<file path="config.mk">
export PLATFORM = sky130hd
export DESIGN_NAME = line_editor_erase_kill_werase
export DESIGN_NICKNAME = d
export VERILOG_FILES = /design/src/rtl/lew_pkg.sv /design/src/rtl/lew_ram.sv /design/src/rtl/lew_dp.sv /design/src/rtl/lew_ctrl.sv /design/src/rtl/line_editor_erase_kill_werase.sv
export SDC_FILE = /design/constraint.sdc
export NUM_CORES = 1
export LEC_CHECK = 0
export BUFFER_PORTS_ARGS = -buffer_cell sky130_fd_sc_hd__buf_2
export CORE_MARGIN = 2
export CORE_UTILIZATION = 61
export CTS_CLUSTER_DIAMETER = 50
export DETAILED_ROUTE_END_ITERATION = 7
export GPL_TIMING_DRIVEN = 0
export HOLD_SLACK_MARGIN = 0.08
export PLACE_DENSITY = 0.85
export SYNTH_ARGS = -nofsm -noshare
export SYNTH_HDL_FRONTEND = slang
export SYNTH_SLANG_ARGS = --single-unit
</file>
<file path="constraint.sdc">
create_clock -name clock -period 5.1 [get_ports clock]
set_clock_uncertainty 0.2 [all_clocks]
set_input_delay 0.765 -clock clock [delete_from_list [all_inputs] [get_ports clock]]
set_output_delay 0.765 -clock clock [all_outputs]
set_load 0.01 [all_outputs]
</file>
<file path="src/rtl/lew_pkg.sv">
// Shared types, constants and key codes of the line editor.
package lew_pkg;

   // Buffer geometry.
   localparam int LINE_CAPACITY = 64;
   localparam int ADDR_W        = $clog2(LINE_CAPACITY);
   localparam int CNT_W         = $clog2(LINE_CAPACITY + 1);

   // Fixed widths of the port fields.
   localparam int KEY_W = 8;
   localparam int POS_W = 6;
   localparam int LEN_W = 7;
   localparam int LIM_W = 7;

   // Widths wide enough for comparing count against position and limit.
   localparam int POS_CMP_W = (POS_W > CNT_W) ? POS_W : CNT_W;
   localparam int LIM_CMP_W = (LIM_W > CNT_W) ? LIM_W : CNT_W;

   // Value of the limit register after reset.
   localparam logic [LIM_W-1:0] LIMIT_RESET = LIM_W'(40);

   // Key codes.
   localparam logic [KEY_W-1:0] KEY_ERASE  = 8'd127;
   localparam logic [KEY_W-1:0] KEY_KILL   = 8'd21;
   localparam logic [KEY_W-1:0] KEY_WERASE = 8'd23;
   localparam logic [KEY_W-1:0] KEY_EOF    = 8'd4;
   localparam logic [KEY_W-1:0] KEY_SPACE  = 8'd32;
   localparam logic [KEY_W-1:0] PRINT_LOW  = 8'd32;
   localparam logic [KEY_W-1:0] PRINT_HIGH = 8'd126;

   // Source of the buffer read address.
   typedef enum logic [1:0] {
      ADDR_POS,
      ADDR_TOP,
      ADDR_BELOW
   } addr_sel_type;

   // Update applied to the character count.
   typedef enum logic [1:0] {
      CNT_HOLD,
      CNT_INC,
      CNT_DEC,
      CNT_CLEAR
   } cnt_op_type;

   // Commands from the controller to the datapath.
   typedef struct packed {
      logic         load_req;
      logic         ram_read;
      addr_sel_type raddr_sel;
      logic         ram_write;
      cnt_op_type   cnt_op;
      logic         finish;
      logic         set_bell;
      logic         set_exit;
      logic         set_rdchar;
   } lew_cmd_type;

   // Status from the datapath to the controller.
   typedef struct packed {
      logic op_read;
      logic key_eof;
      logic key_erase;
      logic key_kill;
      logic key_werase;
      logic key_print;
      logic count_zero;
      logic count_one;
      logic can_append;
      logic char_space;
   } lew_stat_type;

endpackage

</file>
<file path="src/rtl/lew_ram.sv">
// Generic single-port-write, single-port-read RAM with registered read data.
module lew_ram #(
   parameter int DATA_W = 8,
   parameter int DEPTH  = 64
) (
   input  logic                     clock,
   input  logic                     wr_en,
   input  logic [$clog2(DEPTH)-1:0] wr_addr,
   input  logic [DATA_W-1:0]        wr_data,
   input  logic                     rd_en,
   input  logic [$clog2(DEPTH)-1:0] rd_addr,
   output logic [DATA_W-1:0]        rd_data
);

   logic [DATA_W-1:0] mem_ff [DEPTH];
   logic [DATA_W-1:0] rd_data_ff;

   // Write port.
   always_ff @(posedge clock) begin
      if (wr_en) begin
         mem_ff[wr_addr] <= wr_data;
      end
   end

   // Registered read port; the data holds until the next read.
   always_ff @(posedge clock) begin
      if (rd_en) begin
         rd_data_ff <= mem_ff[rd_addr];
      end
   end

   assign rd_data = rd_data_ff;

endmodule

</file>
<file path="src/rtl/lew_dp.sv">
// Datapath of the line editor: request latch, count, limit, line buffer and result registers.
module lew_dp (
   input  logic                         clock,
   input  logic                         reset,
   input  logic                         req_op,
   input  logic [lew_pkg::KEY_W-1:0]    req_key_byte,
   input  logic [lew_pkg::POS_W-1:0]    req_position,
   input  logic                         csr_write_enable,
   input  logic [lew_pkg::LIM_W-1:0]    csr_write_data,
   input  lew_pkg::lew_cmd_type         cmd,
   output lew_pkg::lew_stat_type        stat,
   output logic [lew_pkg::LEN_W-1:0]    rsp_line_length,
   output logic                         rsp_bell,
   output logic                         rsp_exit_request,
   output logic [lew_pkg::KEY_W-1:0]    rsp_read_char
);

   logic                         op_ff;
   logic [lew_pkg::KEY_W-1:0]    key_ff;
   logic [lew_pkg::POS_W-1:0]    pos_ff;
   logic [lew_pkg::CNT_W-1:0]    count_ff;
   logic [lew_pkg::CNT_W-1:0]    count_in;
   logic [lew_pkg::LIM_W-1:0]    limit_ff;
   logic                         bell_ff;
   logic                         exit_ff;
   logic [lew_pkg::KEY_W-1:0]    rdchar_ff;
   logic [lew_pkg::KEY_W-1:0]    rdchar_in;
   logic [lew_pkg::ADDR_W-1:0]   raddr;
   logic [lew_pkg::ADDR_W-1:0]   waddr;
   logic [lew_pkg::KEY_W-1:0]    rdata;
   logic                         pos_in_range;

   // Latch the request beat when it is accepted.
   always_ff @(posedge clock) begin
      if (cmd.load_req) begin
         op_ff  <= req_op;
         key_ff <= req_key_byte;
         pos_ff <= req_position;
      end
   end

   // Line limit register.
   always_ff @(posedge clock) begin
      if (reset) begin
         limit_ff <= lew_pkg::LIMIT_RESET;
      end else if (csr_write_enable) begin
         limit_ff <= csr_write_data;
      end
   end

   // Character count update.
   always_comb begin
      case (cmd.cnt_op)
         lew_pkg::CNT_INC:   count_in = count_ff + lew_pkg::CNT_W'(1);
         lew_pkg::CNT_DEC:   count_in = count_ff - lew_pkg::CNT_W'(1);
         lew_pkg::CNT_CLEAR: count_in = '0;
         default:            count_in = count_ff;
      endcase
   end

   always_ff @(posedge clock) begin
      if (reset) begin
         count_ff <= '0;
      end else begin
         count_ff <= count_in;
      end
   end

   // Buffer addresses: the read either serves a position or walks down from the end.
   always_comb begin
      case (cmd.raddr_sel)
         lew_pkg::ADDR_POS:   raddr = lew_pkg::ADDR_W'(pos_ff);
         lew_pkg::ADDR_TOP:   raddr = lew_pkg::ADDR_W'(count_ff - lew_pkg::CNT_W'(1));
         lew_pkg::ADDR_BELOW: raddr = lew_pkg::ADDR_W'(count_ff - lew_pkg::CNT_W'(2));
         default:             raddr = lew_pkg::ADDR_W'(pos_ff);
      endcase
   end

   assign waddr = lew_pkg::ADDR_W'(count_ff);

   lew_ram #(
      .DATA_W (lew_pkg::KEY_W),
      .DEPTH  (lew_pkg::LINE_CAPACITY)
   ) u_line_store (
      .clock   (clock),
      .wr_en   (cmd.ram_write),
      .wr_addr (waddr),
      .wr_data (key_ff),
      .rd_en   (cmd.ram_read),
      .rd_addr (raddr),
      .rd_data (rdata)
   );

   // Key classification and count checks for the controller.
   assign pos_in_range = lew_pkg::POS_CMP_W'(pos_ff) < lew_pkg::POS_CMP_W'(count_ff);

   always_comb begin
      stat.op_read    = op_ff;
      stat.key_eof    = (key_ff == lew_pkg::KEY_EOF);
      stat.key_erase  = (key_ff == lew_pkg::KEY_ERASE);
      stat.key_kill   = (key_ff == lew_pkg::KEY_KILL);
      stat.key_werase = (key_ff == lew_pkg::KEY_WERASE);
      stat.key_print  = (key_ff >= lew_pkg::PRINT_LOW) && (key_ff <= lew_pkg::PRINT_HIGH);
      stat.count_zero = (count_ff == '0);
      stat.count_one  = (count_ff == lew_pkg::CNT_W'(1));
      stat.can_append = (lew_pkg::LIM_CMP_W'(count_ff) < lew_pkg::LIM_CMP_W'(limit_ff)) &&
                        (count_ff < lew_pkg::CNT_W'(lew_pkg::LINE_CAPACITY));
      stat.char_space = (rdata == lew_pkg::KEY_SPACE);
   end

   // Result registers, loaded when the controller finishes an item.
   assign rdchar_in = (cmd.set_rdchar && pos_in_range) ? rdata : '0;

   always_ff @(posedge clock) begin
      if (cmd.finish) begin
         bell_ff   <= cmd.set_bell;
         exit_ff   <= cmd.set_exit;
         rdchar_ff <= rdchar_in;
      end
   end

   assign rsp_line_length  = lew_pkg::LEN_W'(count_ff);
   assign rsp_bell         = bell_ff;
   assign rsp_exit_request = exit_ff;
   assign rsp_read_char    = rdchar_ff;

   // The count never passes the buffer size.
   a_count_bound: assert property (@(posedge clock) disable iff (reset)
      count_ff <= lew_pkg::CNT_W'(lew_pkg::LINE_CAPACITY))
      else $error("character count beyond buffer capacity");

   // A character is stored only when the line has room under the limit.
   a_write_room: assert property (@(posedge clock) disable iff (reset)
      cmd.ram_write |-> stat.can_append)
      else $error("buffer write on a full line");

   // A stored character always lengthens the line by one.
   a_write_grows: assert property (@(posedge clock) disable iff (reset)
      cmd.ram_write |=> count_ff == $past(count_ff) + lew_pkg::CNT_W'(1))
      else $error("buffer write without count increment");

endmodule

</file>
<file path="src/rtl/lew_ctrl.sv">
// Controller of the line editor: sequences decode, buffer reads and the word erase walk.
module lew_ctrl (
   input  logic                  clock,
   input  logic                  reset,
   input  logic                  start,
   output logic                  busy,
   input  lew_pkg::lew_stat_type stat,
   output lew_pkg::lew_cmd_type  cmd,
   output logic                  rsp_strobe
);

   typedef enum logic [2:0] {
      ST_IDLE,
      ST_DECODE,
      ST_READ,
      ST_SKIP,
      ST_WORD
   } state_type;

   state_type state_ff;
   state_type state_in;
   logic      strobe_ff;

   // Next state and datapath commands.
   always_comb begin
      state_in       = state_ff;
      cmd            = '0;
      cmd.raddr_sel  = lew_pkg::ADDR_POS;
      cmd.cnt_op     = lew_pkg::CNT_HOLD;
      case (state_ff)
         ST_IDLE: begin
            if (start) begin
               cmd.load_req = 1'b1;
               state_in     = ST_DECODE;
            end
         end
         ST_DECODE: begin
            state_in = ST_IDLE;
            if (stat.op_read) begin
               cmd.ram_read  = 1'b1;
               cmd.raddr_sel = lew_pkg::ADDR_POS;
               state_in      = ST_READ;
            end else if (stat.key_eof && stat.count_zero) begin
               cmd.finish   = 1'b1;
               cmd.set_exit = 1'b1;
            end else if (stat.key_erase) begin
               cmd.finish = 1'b1;
               if (!stat.count_zero) begin
                  cmd.cnt_op = lew_pkg::CNT_DEC;
               end
            end else if (stat.key_kill) begin
               cmd.finish = 1'b1;
               cmd.cnt_op = lew_pkg::CNT_CLEAR;
            end else if (stat.key_werase) begin
               if (stat.count_zero) begin
                  cmd.finish = 1'b1;
               end else begin
                  cmd.ram_read  = 1'b1;
                  cmd.raddr_sel = lew_pkg::ADDR_TOP;
                  state_in      = ST_SKIP;
               end
            end else if (stat.key_print && stat.can_append) begin
               cmd.finish    = 1'b1;
               cmd.ram_write = 1'b1;
               cmd.cnt_op    = lew_pkg::CNT_INC;
            end else begin
               cmd.finish   = 1'b1;
               cmd.set_bell = 1'b1;
            end
         end
         ST_READ: begin
            cmd.finish     = 1'b1;
            cmd.set_rdchar = 1'b1;
            state_in       = ST_IDLE;
         end
         ST_SKIP, ST_WORD: begin
            // A space ends the word once the trailing spaces are gone.
            if (state_ff == ST_WORD && stat.char_space) begin
               cmd.finish = 1'b1;
               state_in   = ST_IDLE;
            end else begin
               cmd.cnt_op = lew_pkg::CNT_DEC;
               if (stat.count_one) begin
                  cmd.finish = 1'b1;
                  state_in   = ST_IDLE;
               end else begin
                  cmd.ram_read  = 1'b1;
                  cmd.raddr_sel = lew_pkg::ADDR_BELOW;
                  state_in      = stat.char_space ? ST_SKIP : ST_WORD;
               end
            end
         end
         default: begin
            state_in = ST_IDLE;
         end
      endcase
   end

   // State and the result strobe.
   always_ff @(posedge clock) begin
      if (reset) begin
         state_ff  <= ST_IDLE;
         strobe_ff <= 1'b0;
      end else begin
         state_ff  <= state_in;
         strobe_ff <= cmd.finish;
      end
   end

   assign busy       = (state_ff != ST_IDLE);
   assign rsp_strobe = strobe_ff;

   // Results are never presented back to back.
   a_strobe_single: assert property (@(posedge clock) disable iff (reset)
      strobe_ff |=> !strobe_ff)
      else $error("result strobe held for two cycles");

   // The result beat always comes out while the controller is idle again.
   a_strobe_idle: assert property (@(posedge clock) disable iff (reset)
      strobe_ff |-> state_ff == ST_IDLE)
      else $error("result strobe while busy");

   // An accepted request is decoded in the next cycle.
   a_accept_decode: assert property (@(posedge clock) disable iff (reset)
      (start && state_ff == ST_IDLE) |=> state_ff == ST_DECODE)
      else $error("accepted request not decoded");

endmodule

</file>
<file path="src/rtl/line_editor_erase_kill_werase.sv">
// Top level of the console line editor: controller and datapath.
//
// Each request beat (start while busy is low) produces exactly one result
// beat, shown on the rsp_ ports for one cycle under rsp_strobe; the receiver
// cannot hold results off, so it must take every beat as it comes. A key byte
// other than word erase gives its result after decode, and a read after
// decode and the registered read of the line buffer. Word erase walks the
// buffer down from the end through its single read port, one character per
// cycle, removing trailing spaces and then the word before them. busy is low
// again in the cycle of the result beat, so a new request can be accepted
// there. The line limit is written through csr_write_enable and
// csr_write_data; the user must do so only while no request is in progress,
// which the block itself does not enforce. A limit above the buffer size acts
// as the buffer size.
module line_editor_erase_kill_werase (
   input  logic                      clock,
   input  logic                      reset,
   input  logic                      start,
   output logic                      busy,
   input  logic                      req_op,
   input  logic [lew_pkg::KEY_W-1:0] req_key_byte,
   input  logic [lew_pkg::POS_W-1:0] req_position,
   output logic                      rsp_strobe,
   output logic [lew_pkg::LEN_W-1:0] rsp_line_length,
   output logic                      rsp_bell,
   output logic                      rsp_exit_request,
   output logic [lew_pkg::KEY_W-1:0] rsp_read_char,
   input  logic                      csr_write_enable,
   input  logic [lew_pkg::LIM_W-1:0] csr_write_data
);

   lew_pkg::lew_cmd_type  cmd;
   lew_pkg::lew_stat_type stat;

   // Sequencing.
   lew_ctrl u_ctrl (
      .clock      (clock),
      .reset      (reset),
      .start      (start),
      .busy       (busy),
      .stat       (stat),
      .cmd        (cmd),
      .rsp_strobe (rsp_strobe)
   );

   // Storage and arithmetic.
   lew_dp u_dp (
      .clock            (clock),
      .reset            (reset),
      .req_op           (req_op),
      .req_key_byte     (req_key_byte),
      .req_position     (req_position),
      .csr_write_enable (csr_write_enable),
      .csr_write_data   (csr_write_data),
      .cmd              (cmd),
      .stat             (stat),
      .rsp_line_length  (rsp_line_length),
      .rsp_bell         (rsp_bell),
      .rsp_exit_request (rsp_exit_request),
      .rsp_read_char    (rsp_read_char)
   );

endmodule

</file>
==> out/qor.yml <==
run_status:
  outcome: "completed"
timing:
  hold_violations: 0
  slew_headroom_pct: 21.0
  fmax_ghz: 0.196
  setup_violations: 0
  layout_setup_ws_ns: 0.00747
  worstMarginPinSlew_ns: 1.18
  min_period_ns: 5.09
  drv_slew: 0
  fin_crit_sh_pct: 99.9
synthesis:
  synth_xor_area_share_pct: 0.0380
  async_flop_share_pct: 0
  netlist_area_um2: 23100
  postSynthCellCount: 1691
  synth_area_leaders: "edfxtp_1 71%, nand2_1 6.8%, mux4_2 2.7%, nand3_1 2.5%, dfxtp_1 1.6%"
  syn_area_per_cell_um2: 13.6
  ys_warn_count: 0
  synth-simple-area-share_pct: 13.9
  synthMuxAreaShare_pct: 3.91
  syn-num-nets: 1739
  synth_top_family_by_area: "simple AND/OR/NAND/NOR gates"
  synth_fa_ha_area_share_pct: 1.19
  ys_seq_elements: 563
  synth_top_cell_area_share_pct: 71.0
  synth_edf_count: 545
  synth_top_area_cell: "edfxtp_1"
  synth_ff_type: "edfxtp_1"
  yosysSeqAreaShare_pct: 72.5
  synth-compound-area-share_pct: 6.07
  synth_cell_type_count: 52
critical_path:
  crit_family: "buffers and inverters"
  crit_path_frequent_cell: "buf_2"
  max_stage_delay_ns: 0.42
  start_kind: "flop"
  cp.buffers_inverters: 8
  required_ns: 5.37
  crit_fanout: 10
  cpMaxStageDelayCell: "a21oi_1"
  cp_cell_sequence: "buf_6 -> inv_1 -> ha_1 -> buf_2 -> and4_2 -> nor4b_4 -> nand2_2 -> inv_1 -> ha_1 -> buf_2 -> nor2b_2 -> a31o_2 -> buf_2 -> buf_2 -> clkbuf_4 -> nand2_1 -> a311oi_2 -> a221oi_4 -> a21oi_1 -> and3_1"
  cp.arrival_ns: 5.36
  crit_path_end_kind: "flop"
  crit_type: "flop to flop"
flow_run:
  drv_cap: 0
place:
  pre_cts_ws_ns: -0.771
  place_area_um2: 24400
  hpwl_mm: 43.1
  routabilityCongestion: 0.982
  placed_cells_incl_taps: 2263
  port_buffers: 43
cts:
  cts_tree: "yes"
  cts_buffers: 57
  cts_max_level: 2
  clkLatencyLatePin_ns: 0.64
  cts-root-buf: "clkbuf_16"
  path_clk_slew_ns: 0.07
  clock_path_buffers: 3
  cts.sinks: 563
  cts_hold_buf: 0
routing:
  dr.pass1.iters: 7
  drc_errors: 0
  wl_mm: 66.8
  first_iter_violations: 2516
  drtAntennaViolNets: 0
  wire_per_inst_um: 28.2
  vias_per_cell: 6.77
  vias: 16100
floorplan:
  io_pins: 45
  die_h_um: 198
  die_area_um2: 39400
  rows: 71
  core-area_um2: 37400
  initial_core_util_pct: 61.6
  die_x_um: 198
cells_and_area:
  final_cell_mix: "545 x edfxtp_1, 417 x nand2_1, 112 x nand3_1"
  layout.nets: 1861
  num_antenna_cells: 0
  syn_to_final_growth_pct: 16.3
  utilization_pct: 71.7
  finalInstanceArea_um2: 26800
  final_common_cell: "edfxtp_1"
  final-instance-count-excl-fill: 2372
  drive_gt1_share_pct: 16.7
global_route:
  first_global_vias: 15500
  antenna_found_initial: 0
  grt_pass1_wl_mm: 96.2
  grt_overflow_total: 0
  grt_max_degree: 36
  grt.total_usage_pct: 34.2
pwr:
  leakagePower_nw: 9.31
  power_density_nw_per_um2: 396
  peakVddDrop_v: 0.000263
hold_path:
  worstHoldPathType: "primary input to flop"
==> area by class of cell <==
type                    instances  area [µm²]
flip-flops and latches        563       16700
fillers                      2183       10600
multi-input cells            1009        6120
clock buffers                  70        1530
repair buffers                 66         728
well taps                     511         639
plain buffers                  94         553
clock inverters                37         435
inverters                      22        82.6
==> routing by layer <==
layer  vias up  GRT usage, %  share of wire, %
met5         -             0                 0
met1      7623          43.6                33
met4         0          19.3               6.2
met2      1524          53.3                46
li1       6603             -                 -
met3       311          9.61                15
==> what timing repair did <==
| action | CTS | global route |
|---|---|---|
| resized for setup | 56 | 66 |
| setup endpoints to repair | 8 | 8 |
| pin swaps | 0 | 6 |
| buffers inserted | 0 | 5 |
==> state kept, by name, summed over array words and instances, names as in the netlist <==
name	flops
u_dp.limit_ff	7
u_dp.rsp_bell	1
u_dp.u_line_store.mem_ff	512
u_dp.op_ff	1
u_dp.rsp_line_length	7
u_dp.u_line_store.rd_data	8
u_ctrl.rsp_strobe	1
u_dp.pos_ff	6
u_dp.key_ff	8
u_dp.rsp_read_char	8
u_ctrl.state_ff	3
u_dp.rsp_exit_request	1
==> worst register-to-register path, delay by kind of cell (launching register included) <==
| family | cells | cell delay [ns] |
|---|---|---|
| and+or+nand+nor | 6 | 1.34 |
| DFF | 1 | 0.41 |
| adders and majority gates | 2 | 0.34 |
| AOI/OAI and AO/OA | 4 | 1.02 |
| buffers and inverters | 8 | 1.66 |
==> metrics by stage <==
stage / hold WS, ns / power [mW] / setup TNS, ns
after floorplan: 0.259 / 5.78 / 0
after global placement: 0.278 / 6.11 / -23.16
after detailed placement: 0.293 / 6.19 / -5.83
after CTS: 0.111 / 10.5 / -0.140
after global routing: 0.112 / 10.8 / -0.0924
final: 0.118 / 10.6 / 0
==> cells by family after synthesis <==
group           after synthesis
simple gates                732
flops                       563
buf+inv                     119
mux                          55
fa+ha+maj                    22
xor+xnor                      1
compound gates              199
==> Yosys cell counts, drive strengths merged (11+ instances only) <==
library cell    n
nand2         418
nor3           12
ha             22
a311oi         32
nor2           90
mux2i          27
mux4           28
inv            22
a21oi          34
edfxtp        545
a32oi          17
clkbuf         33
nor4b          11
a31oi          45
dfxtp          18
nand3         113
o21ai          17
and3           57
buf            64
==> power breakdown <==
part | switching (mW) | total (mW) | leakage (nW) | internal (mW)
sequential | 0.0320 | 5.17 | 5.06 | 5.14
clock | 1.84 | 4.40 | 0.967 | 2.56
combinational | 0.722 | 1.06 | 3.29 | 0.340
==> worst paths after layout <==
path | start | to | slack [ns] | cells after the start
max | u_dp.rsp_line_length[0] | u_dp.u_line_store.rd_data[4] | 0.007 | 20
min reg2reg | u_dp.limit_ff[5] | u_dp.limit_ff[5] | 0.30 | 2
min | req_position[3] | u_dp.pos_ff[3] | 0.12 | 1
max reg2reg | u_dp.rsp_line_length[0] | u_dp.u_line_store.rd_data[4] | 0.007 | 20
Power figures use the tool's default switching activity.
